`src/design/sfr_pkg.sv`:
```
// ----------------------------------------------------------------------------
// sfr_pkg: shared types and constants for the stream find-and-replace block
// Window depth, counter widths, register codes and the burst descriptor that
// travels from the window logic to the result emitter.
// ----------------------------------------------------------------------------
package sfr_pkg;

	localparam int MAX_PATTERN     = 8;
	localparam int MAX_REPLACEMENT = 8;

	// The register fields hold at most eight bytes each.
	localparam int CFG_BYTES = 8;
	localparam int CFG_W     = 8 * CFG_BYTES;
	localparam int CFG_SEL_W = $clog2(CFG_BYTES);
	localparam int LEN_W     = 4;
	localparam int REG_IDX_W = 2;

	localparam int WIN_DEPTH = (MAX_PATTERN < CFG_BYTES) ? MAX_PATTERN : CFG_BYTES;
	localparam int REP_DEPTH = (MAX_REPLACEMENT < CFG_BYTES) ? MAX_REPLACEMENT : CFG_BYTES;

	localparam int CNT_W     = $clog2(WIN_DEPTH + 1);
	localparam int WIN_IDX_W = (WIN_DEPTH > 1) ? $clog2(WIN_DEPTH) : 1;
	localparam int REP_CNT_W = $clog2(REP_DEPTH + 1);
	localparam int RES_W     = $clog2(WIN_DEPTH + REP_DEPTH + 1);

	typedef logic [7:0] byte_t;

	typedef enum logic [REG_IDX_W-1:0] {
		REG_PATTERN_LENGTH,
		REG_PATTERN_BYTES,
		REG_REPLACEMENT_LENGTH,
		REG_REPLACEMENT_BYTES
	} cfg_reg_t;

	// One item's worth of results: head_cnt window bytes taken oldest first
	// from the snapshot, followed by replacement bytes, nres results in all.
	typedef struct packed {
		byte_t [WIN_DEPTH-1:0] snap;
		logic [WIN_IDX_W-1:0]  base;
		logic [CNT_W-1:0]      head_cnt;
		logic [RES_W-1:0]      nres;
		logic                  bare;
		logic                  eos;
	} burst_t;

endpackage

```
`src/design/stream_find_and_replace.sv`:
```
// ----------------------------------------------------------------------------
// stream_find_and_replace: streaming pattern substitution
// Replaces every non-overlapping occurrence of a programmed byte pattern in
// a byte stream with a programmed replacement, scanning left to right.
//
// Usage: program pattern_length, pattern_bytes, replacement_length and
// replacement_bytes through the write port (cfg_we, cfg_index, cfg_data)
// while the block is idle. Bytes enter on in_valid/in_stall with
// end_of_stream set on the last byte; results leave on out_valid/out_stall,
// last_of_run closing the results of each input item and stream_done the
// final result of a stream. An end-of-stream byte with nothing to emit
// gives one result with byte_valid low.
// Path: an accepted item is held in the burst register and its results
// leave through the output register. While the receiver does not stall:
// one item per cycle if each item yields at most one result, and an item
// yielding more holds the input as the emitter issues one result per cycle.
// The history is a chain of byte cells that all compare in parallel.
// Reset empties the window, drops any pending results and restores the
// register defaults. A stalled receiver holds the output register; one more
// item is still taken into the burst register before the input stalls.
// ----------------------------------------------------------------------------
module stream_find_and_replace (
	input  logic                          clk,
	input  logic                          arst_n,
	input  logic                          cfg_we,
	input  logic [sfr_pkg::REG_IDX_W-1:0] cfg_index,
	input  logic [sfr_pkg::CFG_W-1:0]     cfg_data,
	input  logic                          in_valid,
	output logic                          in_stall,
	input  logic [7:0]                    in_byte,
	input  logic                          end_of_stream,
	output logic                          out_valid,
	input  logic                          out_stall,
	output logic [7:0]                    out_byte,
	output logic                          byte_valid,
	output logic                          last_of_run,
	output logic                          stream_done
);
	import sfr_pkg::*;

	logic [LEN_W-1:0]      plen_q;
	logic [CFG_W-1:0]      pbytes_q;
	logic [LEN_W-1:0]      rlen_q;
	logic [CFG_W-1:0]      rbytes_q;
	logic [CNT_W-1:0]      count_q;

	logic [CNT_W-1:0]      p_eff;
	logic [REP_CNT_W-1:0]  r_eff;
	logic [CNT_W-1:0]      cnt_app;
	logic [CNT_W-1:0]      excess;
	logic [CNT_W-1:0]      head_cnt;
	logic [REP_CNT_W-1:0]  rep_cnt;
	logic [RES_W-1:0]      n_total;
	logic                  full;
	logic                  match;
	logic                  bare;
	logic                  ready;
	logic                  in_accept;

	byte_t [CFG_BYTES-1:0] pat_arr;
	byte_t [WIN_DEPTH-1:0] cell_d;
	byte_t [WIN_DEPTH-1:0] cell_held;
	byte_t [WIN_DEPTH-1:0] cell_pat;
	logic [WIN_DEPTH-1:0]  cell_eq;
	logic [WIN_DEPTH-1:0]  eq_masked;
	burst_t                burst;

	assign in_stall  = !ready;
	assign in_accept = in_valid && ready;
	assign pat_arr   = pbytes_q;

	always_ff @(posedge clk or negedge arst_n) begin
		if (!arst_n) begin
			plen_q   <= LEN_W'(1);
			pbytes_q <= '0;
			rlen_q   <= '0;
			rbytes_q <= '0;
		end else if (cfg_we) begin
			unique case (cfg_reg_t'(cfg_index))
				REG_PATTERN_LENGTH:     plen_q   <= cfg_data[LEN_W-1:0];
				REG_PATTERN_BYTES:      pbytes_q <= cfg_data;
				REG_REPLACEMENT_LENGTH: rlen_q   <= cfg_data[LEN_W-1:0];
				REG_REPLACEMENT_BYTES:  rbytes_q <= cfg_data;
				default:                plen_q   <= plen_q;
			endcase
		end
	end

	// Clamp the programmed lengths to what the window and buffer can hold.
	always_comb begin
		if (plen_q == '0) begin
			p_eff = CNT_W'(1);
		end else if (plen_q > LEN_W'(WIN_DEPTH)) begin
			p_eff = CNT_W'(WIN_DEPTH);
		end else begin
			p_eff = CNT_W'(plen_q);
		end
		if (rlen_q > LEN_W'(REP_DEPTH)) begin
			r_eff = REP_CNT_W'(REP_DEPTH);
		end else begin
			r_eff = REP_CNT_W'(rlen_q);
		end
	end

	// Cell 0 takes the newest byte; cell i holds the byte i places back and
	// lines up with pattern byte p-1-i.
	for (genvar i = 0; i < WIN_DEPTH; i++) begin : g_cell
		if (i == 0) begin : g_head
			assign cell_d[i] = in_byte;
		end else begin : g_body
			assign cell_d[i] = cell_held[i-1];
		end
		assign cell_pat[i]  = pat_arr[CFG_SEL_W'(p_eff - CNT_W'(1) - CNT_W'(i))];
		assign eq_masked[i] = cell_eq[i] || (CNT_W'(i) >= p_eff);

		sfr_cell u_cell (
			.clk   (clk),
			.shift (in_accept),
			.d     (cell_d[i]),
			.pat   (cell_pat[i]),
			.held  (cell_held[i]),
			.eq    (cell_eq[i])
		);
	end

	always_comb begin
		cnt_app = count_q + CNT_W'(1);
		full    = (cnt_app >= p_eff);
		excess  = (cnt_app > p_eff) ? (cnt_app - p_eff) : '0;
		match   = full && (&eq_masked);
		if (match) begin
			head_cnt = excess;
		end else if (end_of_stream) begin
			head_cnt = cnt_app;
		end else if (full) begin
			head_cnt = excess + CNT_W'(1);
		end else begin
			head_cnt = '0;
		end
		rep_cnt = match ? r_eff : '0;
		n_total = RES_W'(head_cnt) + RES_W'(rep_cnt);
		bare    = end_of_stream && (n_total == '0);

		burst.snap     = cell_d;
		burst.base     = WIN_IDX_W'(cnt_app - CNT_W'(1));
		burst.head_cnt = head_cnt;
		burst.nres     = bare ? RES_W'(1) : n_total;
		burst.bare     = bare;
		burst.eos      = end_of_stream;
	end

	always_ff @(posedge clk or negedge arst_n) begin
		if (!arst_n) begin
			count_q <= '0;
		end else if (in_accept) begin
			if (match || end_of_stream) begin
				count_q <= '0;
			end else if (full) begin
				count_q <= p_eff - CNT_W'(1);
			end else begin
				count_q <= cnt_app;
			end
		end
	end

	sfr_emitter u_emitter (
		.clk         (clk),
		.arst_n      (arst_n),
		.load        (in_accept),
		.burst       (burst),
		.rep_bytes   (rbytes_q),
		.ready       (ready),
		.out_valid   (out_valid),
		.out_stall   (out_stall),
		.out_byte    (out_byte),
		.byte_valid  (byte_valid),
		.last_of_run (last_of_run),
		.stream_done (stream_done)
	);

	a_count_bound: assert property (@(posedge clk) disable iff (!arst_n)
		count_q < CNT_W'(WIN_DEPTH))
		else $error("window holds a full depth between items");

	a_eos_clears: assert property (@(posedge clk) disable iff (!arst_n)
		in_accept && end_of_stream |=> count_q == '0)
		else $error("window not emptied after end of stream");

	a_eos_emits: assert property (@(posedge clk) disable iff (!arst_n)
		in_accept && end_of_stream |-> burst.nres != '0)
		else $error("end of stream item produced no result");

endmodule

```
`src/design/sfr_cell.sv`:
```
// ----------------------------------------------------------------------------
// sfr_cell: one byte cell of the history chain
// Holds one stream byte, hands it to the next older cell on every accepted
// item and compares the byte it is about to take with its pattern byte.
// ----------------------------------------------------------------------------
module sfr_cell (
	input  logic          clk,
	input  logic          shift,
	input  sfr_pkg::byte_t d,
	input  sfr_pkg::byte_t pat,
	output sfr_pkg::byte_t held,
	output logic          eq
);
	import sfr_pkg::*;

	byte_t held_q;

	always_ff @(posedge clk) begin
		if (shift) begin
			held_q <= d;
		end
	end

	assign held = held_q;
	assign eq   = (d == pat);

endmodule

```
`src/design/sfr_emitter.sv`:
```
// ----------------------------------------------------------------------------
// sfr_emitter: result sequencer and output register
// Holds the burst of one item and hands its results out one per cycle,
// while the receiver does not stall, through a registered output stage.
// ----------------------------------------------------------------------------
module sfr_emitter (
	input  logic                       clk,
	input  logic                       arst_n,
	input  logic                       load,
	input  sfr_pkg::burst_t            burst,
	input  logic [sfr_pkg::CFG_W-1:0]  rep_bytes,
	output logic                       ready,
	output logic                       out_valid,
	input  logic                       out_stall,
	output logic [7:0]                 out_byte,
	output logic                       byte_valid,
	output logic                       last_of_run,
	output logic                       stream_done
);
	import sfr_pkg::*;

	burst_t              burst_q;
	logic                busy_q;
	logic [RES_W-1:0]    idx_q;
	logic                out_valid_q;
	byte_t               out_byte_q;
	logic                byte_valid_q;
	logic                last_of_run_q;
	logic                stream_done_q;

	logic                out_take;
	logic                emit_go;
	logic                is_last;
	logic                in_head;
	logic [RES_W-1:0]    rep_idx;
	byte_t [CFG_BYTES-1:0] rep_arr;
	byte_t               head_byte;
	byte_t               sel_byte;

	assign rep_arr  = rep_bytes;
	assign out_take = !out_valid_q || !out_stall;
	assign emit_go  = busy_q && out_take;
	assign is_last  = (idx_q == burst_q.nres - RES_W'(1));
	assign ready    = !busy_q || (emit_go && is_last);

	always_comb begin
		in_head   = (idx_q < RES_W'(burst_q.head_cnt));
		rep_idx   = idx_q - RES_W'(burst_q.head_cnt);
		head_byte = burst_q.snap[burst_q.base - idx_q[WIN_IDX_W-1:0]];
		if (burst_q.bare) begin
			sel_byte = '0;
		end else if (in_head) begin
			sel_byte = head_byte;
		end else begin
			sel_byte = rep_arr[CFG_SEL_W'(rep_idx)];
		end
	end

	always_ff @(posedge clk or negedge arst_n) begin
		if (!arst_n) begin
			busy_q      <= 1'b0;
			idx_q       <= '0;
			out_valid_q <= 1'b0;
		end else begin
			if (load) begin
				busy_q <= (burst.nres != '0);
				idx_q  <= '0;
			end else if (emit_go) begin
				if (is_last) begin
					busy_q <= 1'b0;
				end else begin
					idx_q <= idx_q + RES_W'(1);
				end
			end
			if (out_take) begin
				out_valid_q <= busy_q;
			end
		end
	end

	always_ff @(posedge clk) begin
		if (load) begin
			burst_q <= burst;
		end
		if (emit_go) begin
			out_byte_q    <= sel_byte;
			byte_valid_q  <= !burst_q.bare;
			last_of_run_q <= is_last;
			stream_done_q <= is_last && burst_q.eos;
		end
	end

	assign out_valid   = out_valid_q;
	assign out_byte    = out_byte_q;
	assign byte_valid  = byte_valid_q;
	assign last_of_run = last_of_run_q;
	assign stream_done = stream_done_q;

	a_idx_in_range: assert property (@(posedge clk) disable iff (!arst_n)
		busy_q |-> idx_q < burst_q.nres)
		else $error("result index ran past the end of its burst");

	a_bare_single: assert property (@(posedge clk) disable iff (!arst_n)
		busy_q && burst_q.bare |-> burst_q.nres == RES_W'(1))
		else $error("bare end marker burst holds more than one result");

	a_done_is_last: assert property (@(posedge clk) disable iff (!arst_n)
		out_valid_q && stream_done_q |-> last_of_run_q)
		else $error("stream end flagged on a result that does not close its run");

endmodule

```
`config.mk`:
```
export PLATFORM = sky130hd
export DESIGN_NAME = stream_find_and_replace
export DESIGN_NICKNAME = d
export VERILOG_FILES = /design/src/design/sfr_pkg.sv /design/src/design/stream_find_and_replace.sv /design/src/design/sfr_cell.sv /design/src/design/sfr_emitter.sv
export SDC_FILE = /design/constraint.sdc
export NUM_CORES = 1
export LEC_CHECK = 0
export ABC_CLOCK_PERIOD_IN_PS = 18430
export BUFFER_PORTS_ARGS = -buffer_cell sky130_fd_sc_hd__buf_2
export CAP_MARGIN = 15
export CORE_ASPECT_RATIO = 0.6
export CORE_MARGIN = 5
export CORE_UTILIZATION = 45
export DETAILED_ROUTE_END_ITERATION = 10
export PLACE_DENSITY = 0.66
export SLEW_MARGIN = 20
export SYNTH_ARGS = -nofsm -noshare
export SYNTH_HDL_FRONTEND = slang
export SYNTH_SLANG_ARGS = --single-unit
```
`constraint.sdc`:
```
create_clock -name clk -period 18.43 [get_ports clk]
set_input_delay 3.686 -clock clk [delete_from_list [all_inputs] [get_ports clk]]
set_output_delay 3.686 -clock clk [all_outputs]
set_load 0.01 [all_outputs]
```
==> metrics.txt <==
Post-Route Utilization 0.5089; share of the synthesized area in the top cell type 0.2562; total gr overflow 0; Synth Net Count 1211; synth unique cells 69; first-pass GRT wire length ~66000 um; Die Ht 147.9 um; # setup viols final 0; Sink Count 236; DR pass1 iterations 5; Area contributors post-synth dfrtp_1 26%, edfxtp_1 19%, mux2_2 11%; WHS 0.5010 ns; Cell Area, Placed 15060 um2; worst reg2reg path endpoint u_emitter.burst_q[2]$_DFFE_PP_; worst-skew pair later-pin latency 0.54 ns; Post-CTS Resized 0; number of global-route vias before repair 10000; Root Driver clkbuf_16; post-synthesis mux area share 0.2569; ANT cells 0; minimum clock period 8.181 ns; FF-to-FF path depth 22; Final Hold Viols 0; drt via density 6.391; CP arrival ~8.6 ns; post-synthesis async set-or-reset flop share 0.6229; dpl hpwl around 33000 um; Multi-input gate area 7506 um2; Iter 0 DRT Violations about 1100; Slew @ Worst Pin 1.145 ns; post-route cell area 15890 um2; Site Rows 50; most frequent cell after synthesis dfrtp_1; clock transition at the registers of the reported paths 0.06 ns; fin crit share 0.4439; crit path cell chain buf_4 > clkinv_1 > nand2_1 > inv_1 > ha_1 > buf_4 > xor2_4 > mux2_1 > o22ai_1 > o21ai_0 > a2111oi_2 > nand3_1 > o31ai_1 > nand4_1 > or4_4 > o21a_1 > ha_1 > fa_1 > xor2_1 > or3_1 > nor4_1 > or2_2; layout cell share with drive strength beyond 1 0.3359; I/O pins 93; Synth warnings 0; All-Layer GR Usage 0.2480; DRC viols 0; Starting Density 0.4568; Net Sw Frac 0.4155; die footprint between 30000 and 40000 um2; Max VDD drop approximately 77 uV; I/O Buffers 92; largest net degree at the start of global routing 79; hold path startpoint rbytes_q[20]$_DFFE_PN0P_; status complete, no violations; Max-slew headroom 0.2368; wire length per cell 27.71 um; Layout area overhead 11.40%; most common library cells after synthesis 146 x dfrtp_1, 142 x mux2_2, 89 x edfxtp_1; Req. time, crit path 18.84 ns; Crit Reg-Reg Startpoint plen_q[3]$_DFFE_PN0P_; fill count 2688; Min-Delay Endpoint rbytes_q[20]$_DFFE_PN0P_; R2R Setup Slk 10.25 ns; Fin Setup TNS 0 ns; CP max FO 60; DRT Wirelength 44200 um; Crit. End Element flip-flop; Hold WC Path Type flip-flop to flip-flop; post-route ant nets 0; Hold-fix buffers, CTS 0; CP max-delay cell xor2_4; adder-cell share of the synthesized area 0.02667; H-tree Lvls 1; Switching Power 1.089 mW; antenna violations before repair 0; register area share after synthesis 0.4454; Pwr per Cell Area 164.9 nW/um2; fmax 122.2 MHz; main combinational cell family by area after synthesis multiplexers; CP startpoint kind flip-flop; Slew Limit Fails 0; area leader, netlist dfrtp_1; CTS Buffer Depth 3; compound-cell area share of the yosys netlist 0.1077; Primary FF master, synth dfrtp_1; Internal Power 1.531 mW; routed vias 10190; Die Wd 239.8 um; Setup Buffers After CTS 0; clk_skew 0.01973 ns; Seq cells post-synth 236; Synth Area per Inst about 13 um2; Post-layout nets 1272; Comb pwr share 0.515; Syn Inst Count 1103; XOR/XNOR Fraction of Synth Area 0.04676; Crit path largest cell delay roughly 0.66 ns; total power 2.620 mW; leakage 6.173 nW; Clock power frac 0.198; Sequential Power Share 0.287; CTS Buf Count 23; clock tree from TritonCTS done; Cell Area, Synth 14260 um2; MaxCap Viol Count 0; post-synthesis simple-gate area fraction 0.08466; critical path type flip-flop to flip-flop; gpl congestion roughly 1; area of the core 31220 um2; EDFF count, synth 89; unrepaired setup endpoints after global routing no; WHS Path Cells 1; FF+latch area approximately 6400 um2
power by group through the flow:
stage / clock network [mW] / logic (mW) / registers [mW]
6_report: 0.518 / 1.35 / 0.752
5_1_grt: 0.548 / 1.43 / 0.762
4_1_cts: 0.526 / 1.31 / 0.749
3_5_place_dp: 0 / 1.31 / 0.758
3_3_place_gp: 0 / 1.29 / 0.756
2_1_floorplan: 0 / 0.939 / 0.718
worst max-delay path: cells and delay by family, from the launching register on:
kind | cells | cell delay (ns)
and+or+nand+nor | 7 | 2.27
buffers and inverters | 4 | 1.69
AOI/OAI and AO/OA | 5 | 1.49
adders and majority gates | 3 | 1.03
xor gates and xnor gates | 2 | 0.82
muxes | 1 | 0.38
DFF | 1 | 0.34
cell families (layout without fill, tap and decap cells):
| family | Yosys count | in the layout |
|---|---|---|
| compound gates | 189 | 189 |
| xor+xnor | 74 | 74 |
| fa+ha+maj | 28 | 28 |
| buf+inv | 100 | 176 |
| flops | 236 | 236 |
| mux | 256 | 256 |
| simple gates | 220 | 220 |
cells in the final DEF, fill, tap and decap left out, drive strengths merged, types with 5 or more instances in the layout:
cell type / instances
a211oi: 18
a21o: 8
nor2b: 59
xnor2: 33
nor3: 6
o22ai: 11
a32oi: 51
or3: 6
and3: 10
mux4: 73
clkbuf: 26
ha: 24
nand2: 46
mux2i: 39
nor2: 23
o21ai: 8
a31oi: 11
dfrtp: 146
a22oi: 26
clkinv: 7
nand2b: 7
buf: 108
nor4: 8
xor2: 41
nand4: 14
mux2: 144
inv: 27
bufinv: 5
and2: 9
nand3: 18
a21oi: 21
edfxtp: 89
per-layer routing:
layer | vias to the layer above | wire [um] | GRT usage
li1 | 4412 | - | -
met5 | - | 0 | 0
met2 | 503 | 17440 | 0.3249
met4 | 0 | 856 | 0.04535
met3 | 66 | 5594 | 0.09547
met1 | 5213 | 20310 | 0.3902
worst max path at each step:
stage / start / to / slack, ns / depth (start not counted)
floorplan: out_stall / in_stall / 10.77 / 4
global placement: out_stall / in_stall / 10.51 / 6
detailed placement: plen_q[3]$_DFFE_PN0P_ / u_emitter.burst_q[2]$_DFFE_PP_ / 10.40 / 22
CTS: plen_q[3]$_DFFE_PN0P_ / u_emitter.burst_q[2]$_DFFE_PP_ / 10.37 / 22
global route: plen_q[3]$_DFFE_PN0P_ / u_emitter.burst_q[2]$_DFFE_PP_ / 9.73 / 22
finish: plen_q[3]$_DFFE_PN0P_ / u_emitter.burst_q[2]$_DFFE_PP_ / 10.25 / 22
through the flow:
stage / worst slack, ns / std cells
finish: 10.25 / 1595
global route: 9.727 / 1595
CTS: 10.37 / 1595
detailed placement: 10.40 / 1555
global placement: 10.51 / 1555
floorplan: 10.77 / 1103
area by class of cell:
class,count,area share
multi-input cells,767,0.4725
flip-flops and latches,236,0.3999
clock buffers,26,0.03820
repair buffers,108,0.03694
well taps,416,0.03276
clock inverters,14,0.01307
inverters,28,0.006616
state kept, by name, indices dropped and copies added (netlist names):
name	flops
pat_arr	64
u_emitter.busy_q	1
u_emitter.stream_done	1
count_q	4
u_emitter.idx_q	5
u_emitter.out_valid	1
rbytes_q	64
u_emitter.last_of_run	1
rlen_q	4
g_cell.u_cell.held	8
plen_q	4
u_emitter.burst_q	70
u_emitter.byte_valid	1
u_emitter.out_byte	8
Note: power is estimated with default switching activity, not from simulation.
